==> src/design/v3alu_pkg.sv <==
// v3alu_pkg: widths, codes and types shared by the vector ALU files
// no dependencies; used by v3alu_sqrt_pipe and vec3_alu_unit
`timescale 1ns / 1ps
`default_nettype none

package v3alu_pkg;

  // number format
  localparam int CW     = 24;              // component width
  localparam int FB     = 16;              // fraction bits
  localparam int DOT_W  = 2 * CW - FB + 1; // rounded dot product width

  // internal widths
  localparam int OP_W   = CW + 1;          // multiplier operand (holds 1.0 - s)
  localparam int PW     = 2 * OP_W;        // multiplier product
  localparam int SUM_W  = PW + 1;          // sum of two products
  localparam int DSUM_W = 2 * CW + 2;      // exact sum of three a*b products
  localparam int SQ_W   = 2 * CW;          // sum of three squares
  localparam int RT_W   = CW + 1;          // rounded square root
  localparam int QB     = FB + 1;          // normalise quotient bits
  localparam int NUM_W  = CW + FB;         // |a_i| scaled by one
  localparam int DIVD_W = NUM_W + 2;       // 2n + m
  localparam int DVS_W  = RT_W + 1;        // 2m

  // pipeline shape
  localparam int SQRT_LAT    = CW + 1;
  localparam int PIPE_STAGES = 4 + SQRT_LAT + 1 + QB + 1 + 2 + SQRT_LAT;

  // stream packing
  localparam int IN_BITS  = 4 + 7 * CW;
  localparam int IN_W     = ((IN_BITS + 7) / 8) * 8;
  localparam int OUT_BITS = 4 * CW + DOT_W + 1 + 2;
  localparam int OUT_W    = ((OUT_BITS + 7) / 8) * 8;

  // operation codes
  localparam logic [3:0] ACT_ADD   = 4'd0;
  localparam logic [3:0] ACT_SUB   = 4'd1;
  localparam logic [3:0] ACT_SCALE = 4'd2;
  localparam logic [3:0] ACT_DOT   = 4'd3;
  localparam logic [3:0] ACT_CROSS = 4'd4;
  localparam logic [3:0] ACT_MAX   = 4'd5;
  localparam logic [3:0] ACT_COLIN = 4'd6;
  localparam logic [3:0] ACT_NORM  = 4'd7;
  localparam logic [3:0] ACT_LERP  = 4'd8;
  localparam logic [3:0] ACT_MAG   = 4'd9;

  // status codes
  localparam logic [1:0] ST_OK   = 2'd0;
  localparam logic [1:0] ST_SAT  = 2'd1;
  localparam logic [1:0] ST_ZERO = 2'd2;

  typedef logic signed [CW-1:0]     comp_t;
  typedef logic signed [OP_W-1:0]   op_t;
  typedef logic signed [PW-1:0]     prod_t;
  typedef logic signed [SUM_W-1:0]  wide_t;
  typedef logic signed [DSUM_W-1:0] dsum_t;
  typedef logic [SQ_W-1:0]          sq_t;
  typedef logic [RT_W-1:0]          root_t;

  // per-item record carried down the pipeline
  typedef struct packed {
    logic [3:0]               act;
    comp_t [2:0]              a;
    comp_t [2:0]              r;
    logic signed [DOT_W-1:0]  dot;
    logic                     flag;
    logic [1:0]               status;
    logic                     zero;
  } info_t;

endpackage

`default_nettype wire

==> src/design/v3alu_sqrt_pipe.sv <==
// v3alu_sqrt_pipe: pipelined square root rounded to nearest, one root bit per stage
// depends on v3alu_pkg (widths and types)
`timescale 1ns / 1ps
`default_nettype none

module v3alu_sqrt_pipe (
  input  wire                   clk,
  input  wire                   en,
  input  wire v3alu_pkg::sq_t   sq_in,
  output v3alu_pkg::root_t      root_out
);

  localparam int NB   = v3alu_pkg::CW;
  localparam int SQ_W = v3alu_pkg::SQ_W;
  localparam int RT_W = v3alu_pkg::RT_W;

  v3alu_pkg::sq_t  rem_r  [NB];
  logic [NB-1:0]   root_r [NB];
  v3alu_pkg::root_t root_out_r;

  // one stage per root bit, msb first; rem holds s - root^2
  for (genvar j = 0; j < NB; j++) begin : g_iter
    localparam int BI = NB - 1 - j;
    logic [SQ_W:0]  rem_in;
    logic [SQ_W:0]  term;
    logic [NB-1:0]  root_in;

    if (j == 0) begin : g_head
      assign rem_in  = {1'b0, sq_in};
      assign root_in = '0;
    end else begin : g_tail
      assign rem_in  = {1'b0, rem_r[j-1]};
      assign root_in = root_r[j-1];
    end

    // (root + 2^bi)^2 - root^2
    assign term = ({{(NB + 1){1'b0}}, root_in} << (BI + 1)) |
                  ((SQ_W + 1)'(1) << (2 * BI));

    always_ff @(posedge clk) begin
      if (en) begin
        if (rem_in >= term) begin
          rem_r[j]  <= SQ_W'(rem_in - term);
          root_r[j] <= root_in | (NB'(1) << BI);
        end else begin
          rem_r[j]  <= rem_in[SQ_W-1:0];
          root_r[j] <= root_in;
        end
      end
    end
  end

  // round up when the remainder exceeds the root
  always_ff @(posedge clk) begin
    if (en) begin
      if (rem_r[NB-1] > SQ_W'(root_r[NB-1])) begin
        root_out_r <= RT_W'(root_r[NB-1]) + RT_W'(1);
      end else begin
        root_out_r <= RT_W'(root_r[NB-1]);
      end
    end
  end

  assign root_out = root_out_r;

endmodule

`default_nettype wire
==> config.mk <==
export PLATFORM = sky130hd
export DESIGN_NAME = v3alu_sqrt_pipe
export DESIGN_NICKNAME = d
export VERILOG_FILES = /design/src/design/v3alu_pkg.sv /design/src/design/v3alu_sqrt_pipe.sv
export SDC_FILE = /design/constraint.sdc
export NUM_CORES = 2
export LEC_CHECK = 0
export BUFFER_PORTS_ARGS = -buffer_cell sky130_fd_sc_hd__buf_4
export CORE_MARGIN = 8
export CORE_UTILIZATION = 40
export DETAILED_ROUTE_END_ITERATION = 8
export SLEW_MARGIN = 15
export SYNTH_ARGS = -nofsm -noshare
export SYNTH_HDL_FRONTEND = slang
export SYNTH_SLANG_ARGS = --single-unit
==> constraint.sdc <==
create_clock -name clk -period 13 [get_ports clk]
set_clock_uncertainty 0.1 [all_clocks]
set_input_delay 3.9 -clock clk [delete_from_list [all_inputs] [get_ports clk]]
set_output_delay 3.9 -clock clk [all_outputs]
set_load 0.05 [all_outputs]
After elaboration in Yosys (flattened, before gate mapping):

Memory sizes are Yosys's and may differ from the RTL's.
Index checks and enable logic that the tools add are counted.

* memory bits (read-only): 0
* input bits: 50
* memories: 2
* latch bits: 0
* register bits after elaboration: 25
* RAM bits: 1728

* bitwise operators: 48
* muxes and demuxes: 193
* eq/ne operators: 0
* $add $sub $neg: 25
* order comparisons: 25
* shift operators: 0
* reduce and logical (&&, ||, !) cells: 0
* multiply operators: 0
* div/mod/pow operators: 0

Memory list
* rem_r: words 24, bits a word 48, read ports 24, clocked after memory_dff 0, wr ports 24, RTL line v3alu_sqrt_pipe.sv:17 `v3alu_pkg::sq_t rem_r [NB];`
* root_r: words 24, bits a word 24, read ports 24, clocked after memory_dff 0, wr ports 24, RTL line v3alu_sqrt_pipe.sv:18 `logic [NB-1:0] root_r [NB];`

Operators with widths (number)
* two-way mux 48 bit: 24
* two-way mux 24 bit: 25
* two-way mux 1 bit: 144
* greater-or-equal comparator 48 x 25 -> 1 bit: 1
* greater-or-equal comparator 48 x 26 -> 1 bit: 1
* greater-or-equal comparator 48 x 27 -> 1 bit: 1
* greater-or-equal comparator 48 x 28 -> 1 bit: 1
* greater-or-equal comparator 48 x 29 -> 1 bit: 1
* greater-or-equal comparator 48 x 30 -> 1 bit: 1
* greater-or-equal comparator 48 x 31 -> 1 bit: 1
* greater-or-equal comparator 48 x 32 -> 1 bit: 1
* greater-or-equal comparator 48 x 33 -> 1 bit: 1
* greater-or-equal comparator 48 x 34 -> 1 bit: 1
* greater-or-equal comparator 48 x 35 -> 1 bit: 1
* greater-or-equal comparator 48 x 36 -> 1 bit: 1
* greater-or-equal comparator 48 x 37 -> 1 bit: 1
* greater-or-equal comparator 48 x 38 -> 1 bit: 1
* greater-or-equal comparator 48 x 39 -> 1 bit: 1
* greater-or-equal comparator 48 x 40 -> 1 bit: 1
* greater-or-equal comparator 48 x 41 -> 1 bit: 1
* greater-or-equal comparator 48 x 42 -> 1 bit: 1
* greater-or-equal comparator 48 x 43 -> 1 bit: 1
* greater-or-equal comparator 48 x 44 -> 1 bit: 1
* greater-or-equal comparator 48 x 45 -> 1 bit: 1
* 30 further kinds: 77

Logic depth before layout (Yosys ltp):

An unclocked memory read counts as a cell.

* depth in word-level cells: 6
* depth in mapped cells: 15
* depth with buffers taken out: 13

Least setup slack after synthesis:

OpenSTA, ideal clock, no wires.

* path kind: in2reg
* start point: input en
* end point: memory rem_r[2][336] (netlist name) (enable)
* slack: 5823 ps
* data required time: 12445 ps
* buffers on the path: 4
* data arrival time: 6621 ps
* stages: 4
* path through: clkbuf_1 > clkbuf_1 > clkbuf_1 > clkbuf_1

RTL lines
* from (decl): RTL line v3alu_sqrt_pipe.sv:8 `input wire en,`
* to (decl): RTL line v3alu_sqrt_pipe.sv:17

==> impl_metrics.py <==
metrics = {
    "outcome": {
        "outcome": "complete, no violations",
    },
    "global_routing": {
        "global_route_wire_length_before_repair_um": 245400,
        "grt_max_degree": 170,
        "grt_ovf": 0,
        "track_usage_pct": 15.80,
        "grt_antenna_before_repair": 2,
        "grt_pass1_vias": 44003,
    },
    "clock_tree": {
        "tritoncts.num_buffers": 159,
        "cts_setup_buffers": 0,
        "clk-insertion-delay-late_ps": 770,
        "path_clk_slew_ps": 60,
        "clock_tree_from_tritoncts": "done",
        "cts.path.max_buffers": 3,
        "cts.htree.levels": 4,
        "post_cts.resized_instances": 0,
        "cts.hold.buffers_added": 0,
        "root_cell_of_the_clock_tree": "clkbuf_16",
        "cts.sinks": 1477,
    },
    "timing": {
        "rsz0062_at_grt": "false",
        "layout_min_cycle_time_ps": 7178,
        "timing.final.hold_violations": 0,
        "post-route-worst-setup-slack_ps": 5822,
        "worst_slew_margin_rel_pct": 18.91,
        "tightest_slew_ps": 1201,
        "final_max_slew_viol_count": 0,
        "fin_setup_tns_ps": 0,
        "max_freq_ghz": 0.1393,
        "finalCritPeriodShare_pct": 55.21,
        "setup_viol": 0,
    },
    "route": {
        "drtPass1Iterations": 5,
        "via_per_inst": 5.308,
        "route.vias.total": 44511,
        "initialDrtViolationCount": 3097,
        "routedWlPerCell_um": 18.56,
        "remaining_drc_errors": 0,
        "wl_um": 155700,
        "drtAntennaViolNets": 0,
    },
    "synth": {
        "synth-main-ff-cell": "edfxtp_1",
        "syn-instance-count": 5769,
        "biggest_area_consumer_among_synthesized_cells": "edfxtp_1",
        "synth_enable_flop_cells": 1477,
        "synth_top_cell_area_share_pct": 62.02,
        "ys.warnings.count": 0,
        "synth_sequential_area_ratio_pct": 62.02,
        "syn-num-nets": 6168,
        "synthesis.area_mm2": 0.07152,
        "yosys.cell_types.count": 80,
        "avgSynthCellArea_um2": 12.40,
        "ys_async_sr_fraction_pct": 0,
        "ys_top_cells_by_area": "edfxtp_1 (62%), ha_1 (6.1%), xnor2_1 (3.6%), xor2_1 (3.1%), o21ai_0 (2.5%)",
        "seq_cells_post_synth": 1477,
    },
    "setup_path": {
        "critPathMaxFanout": 169,
        "r2r-start": "root_r[2][99]",
        "worst-endpoint-required_ps": 13410,
        "worst_setup_path_start_kind": "input pin",
        "cp_data_arrival_time_ps": 7590,
        "worst_setup_path_startpoint": "en",
        "worst_setup_path_end_kind": "flop",
        "worstSetupPathType": "in -> reg",
    },
    "finish": {
        "layout-drive-gt1-share_pct": 6.966,
        "regArea_mm2": 0.04435,
        "num-nets-final": 6303,
        "area_taken_by_multi_input_logic_gates_mm2": 0.02509,
        "area_delta_synth_final_pct": 12.11,
        "num-fill-cells": 16001,
    },
    "floorplanning": {
        "num_rows": 155,
        "die_y_um": 438.8,
        "chipWidth_um": 438.8,
        "core_area_mm2": 0.1780,
        "effective_utilization_at_floorplan_pct": 40.17,
        "die_area_mm2": 0.1926,
        "i_o_pin_count": 75,
    },
    "pwr": {
        "power_frac_clock_pct": 34.0,
        "p_sw_mw": 3.694,
        "power.static_leakage_nw": 29.69,
        "sw_frac_of_total_pct": 27.79,
        "power.total_mw": 13.29,
        "highest_ir_drop_seen_on_vdd_v": 0.0001142,
        "combPwrFrac_pct": 17.4,
        "power.density_mw_per_mm2": 165.8,
        "internal_power_mw": 9.596,
        "seq_power_share_pct": 48.5,
    },
    "place": {
        "dpl_worst_slack_ps": 5139,
        "gp_routability_congestion": 0.8779,
        "buffer_ports.inserted": 74,
        "dp.final_hpwl_um": 116800,
    },
    "flow_run": {
        "max_cap_viol_count": 0,
    },
    "worst_hold_path": {
        "timing.hold.worst.class": "reg -> reg",
        "holdCritStartpoint": "root_r[2][141]",
    },
}
-- cell families (layout without fill, tap and decap cells) --
family / after synthesis / after routing / share of synthesized area [%]
compound gates: 1061 / 1061 / 9.119
xor+xnor: 546 / 546 / 6.687
fa+ha+maj: 349 / 349 / 6.106
buf+inv: 573 / 833 / 3.027
flops: 1477 / 1477 / 62.02
mux: 34 / 34 / 0.5231
other cells: 0 / 1 / 0
simple gates: 1729 / 1729 / 12.52
-- worst max-delay path, cell delays in order --
cell       delay, ps
buf_16           520
buf_12           430
buf_12           640
nand2b_1         160
a211o_1          280
a2111oi_2        230
buf_4            450
or3_1            200
or4_1            170
nor3_1            70
xor2_1           150
-- placed cells by master, fill, tap and decap left out, types with 18 or more instances in the layout --
cell type  instances
a21o_1           115
clkinv_1          31
o21bai_1          28
o21ai_0          353
clkbuf_16        160
clkinv_2          26
xor2_1           253
inv_1            440
o31ai_1           28
ha_1             349
nand3_1           93
or2_2             21
a211oi_1          27
clkbuf_1          22
or3_1             67
nand4_1          107
nand3b_1          21
a31oi_1           25
mux2_2            27
edfxtp_1        1477
nor4_1           193
o21a_1            65
bufinv_16         18
nand2b_1          76
o211ai_1          19
nor2b_1           46
nor3_1           176
a21oi_1          262
nor4b_1           30
buf_4             99
nand2_1          434
or4_1             40
xnor2_1          293
nor2_1           320
-- area by class of cell --
cell class	instances	area share, %
sequential	1477	55.32
multi-input combinational	3719	31.29
clock buffer	182	5.097
tap	2355	3.675
inverter	441	2.065
clock inverter	104	1.453
timing repair buffer	106	1.100
antenna	1	0.003121
-- final timing paths --
check	to	cells after the start	slack [ps]
hold / removal	root_r[2][165]	0	340
setup / recovery	rem_r[2][277]	11	5820
setup reg to reg	rem_r[2][277]	11	8330
hold reg to reg	root_r[2][165]	0	340
-- metrics by stage --
stage          std cells  utilization (%)  hold slack [ps]  cell area [um^2]
2_1_floorplan       5769                -            316.6             71520
3_3_place_gp        8097            42.07            322.0             74890
3_5_place_dp        8098            42.07            327.0             74900
4_1_cts             8384            45.02            336.6             80160
5_1_grt             8385            45.03            350.0             80180
6_report            8385            45.03            337.3             80180
-- cell usage after synthesis (all sizes together), types with 14 or more instances --
cell type and n:
inv 441, o31ai 28, a21oi 263, nand2b 76, o21ai 360, or2 21
nor3b 16, nand4b 14, o21bai 28, nor2 321, or3 68, nor3 176
nor4 198, or4 42, and2 15, a211oi 29, a211o 15, edfxtp 1477
nand3b 21, a31oi 28, nand2 434, o21a 65, nand4 107, nand3 93
o211ai 19, xor2 253, nor2b 46, xnor2 293, ha 349, mux2 27
clkbuf 119, nor4b 31, a21o 115, and3 16
-- per-layer routing --
layer / routed length (um) / global-route usage [%] / vias up
met4: 4075 / 4.634 / 2
met3: 6017 / 2.422 / 256
met2: 80390 / 28.92 / 874
met1: 65170 / 19.21 / 21609
met5: 13 / 0 / -
li1: - / - / 21770
-- power groups by stage --
| stage | registers [mW] | clock network (mW) | logic, mW |
|---|---|---|---|
| global route | 6.51 | 4.82 | 2.60 |
| finish | 6.45 | 4.52 | 2.32 |
| global placement | 6.55 | 0 | 2.27 |
| CTS | 6.45 | 4.64 | 2.32 |
| floorplan | 6.35 | 0 | 1.79 |
| detailed placement | 6.55 | 0 | 2.31 |
-- state kept, by name, indices dropped and copies added, names as in the netlist --
name and flops:
root_out 25, root_r 300, rem_r 1152
Power figures use the tool's default switching activity.
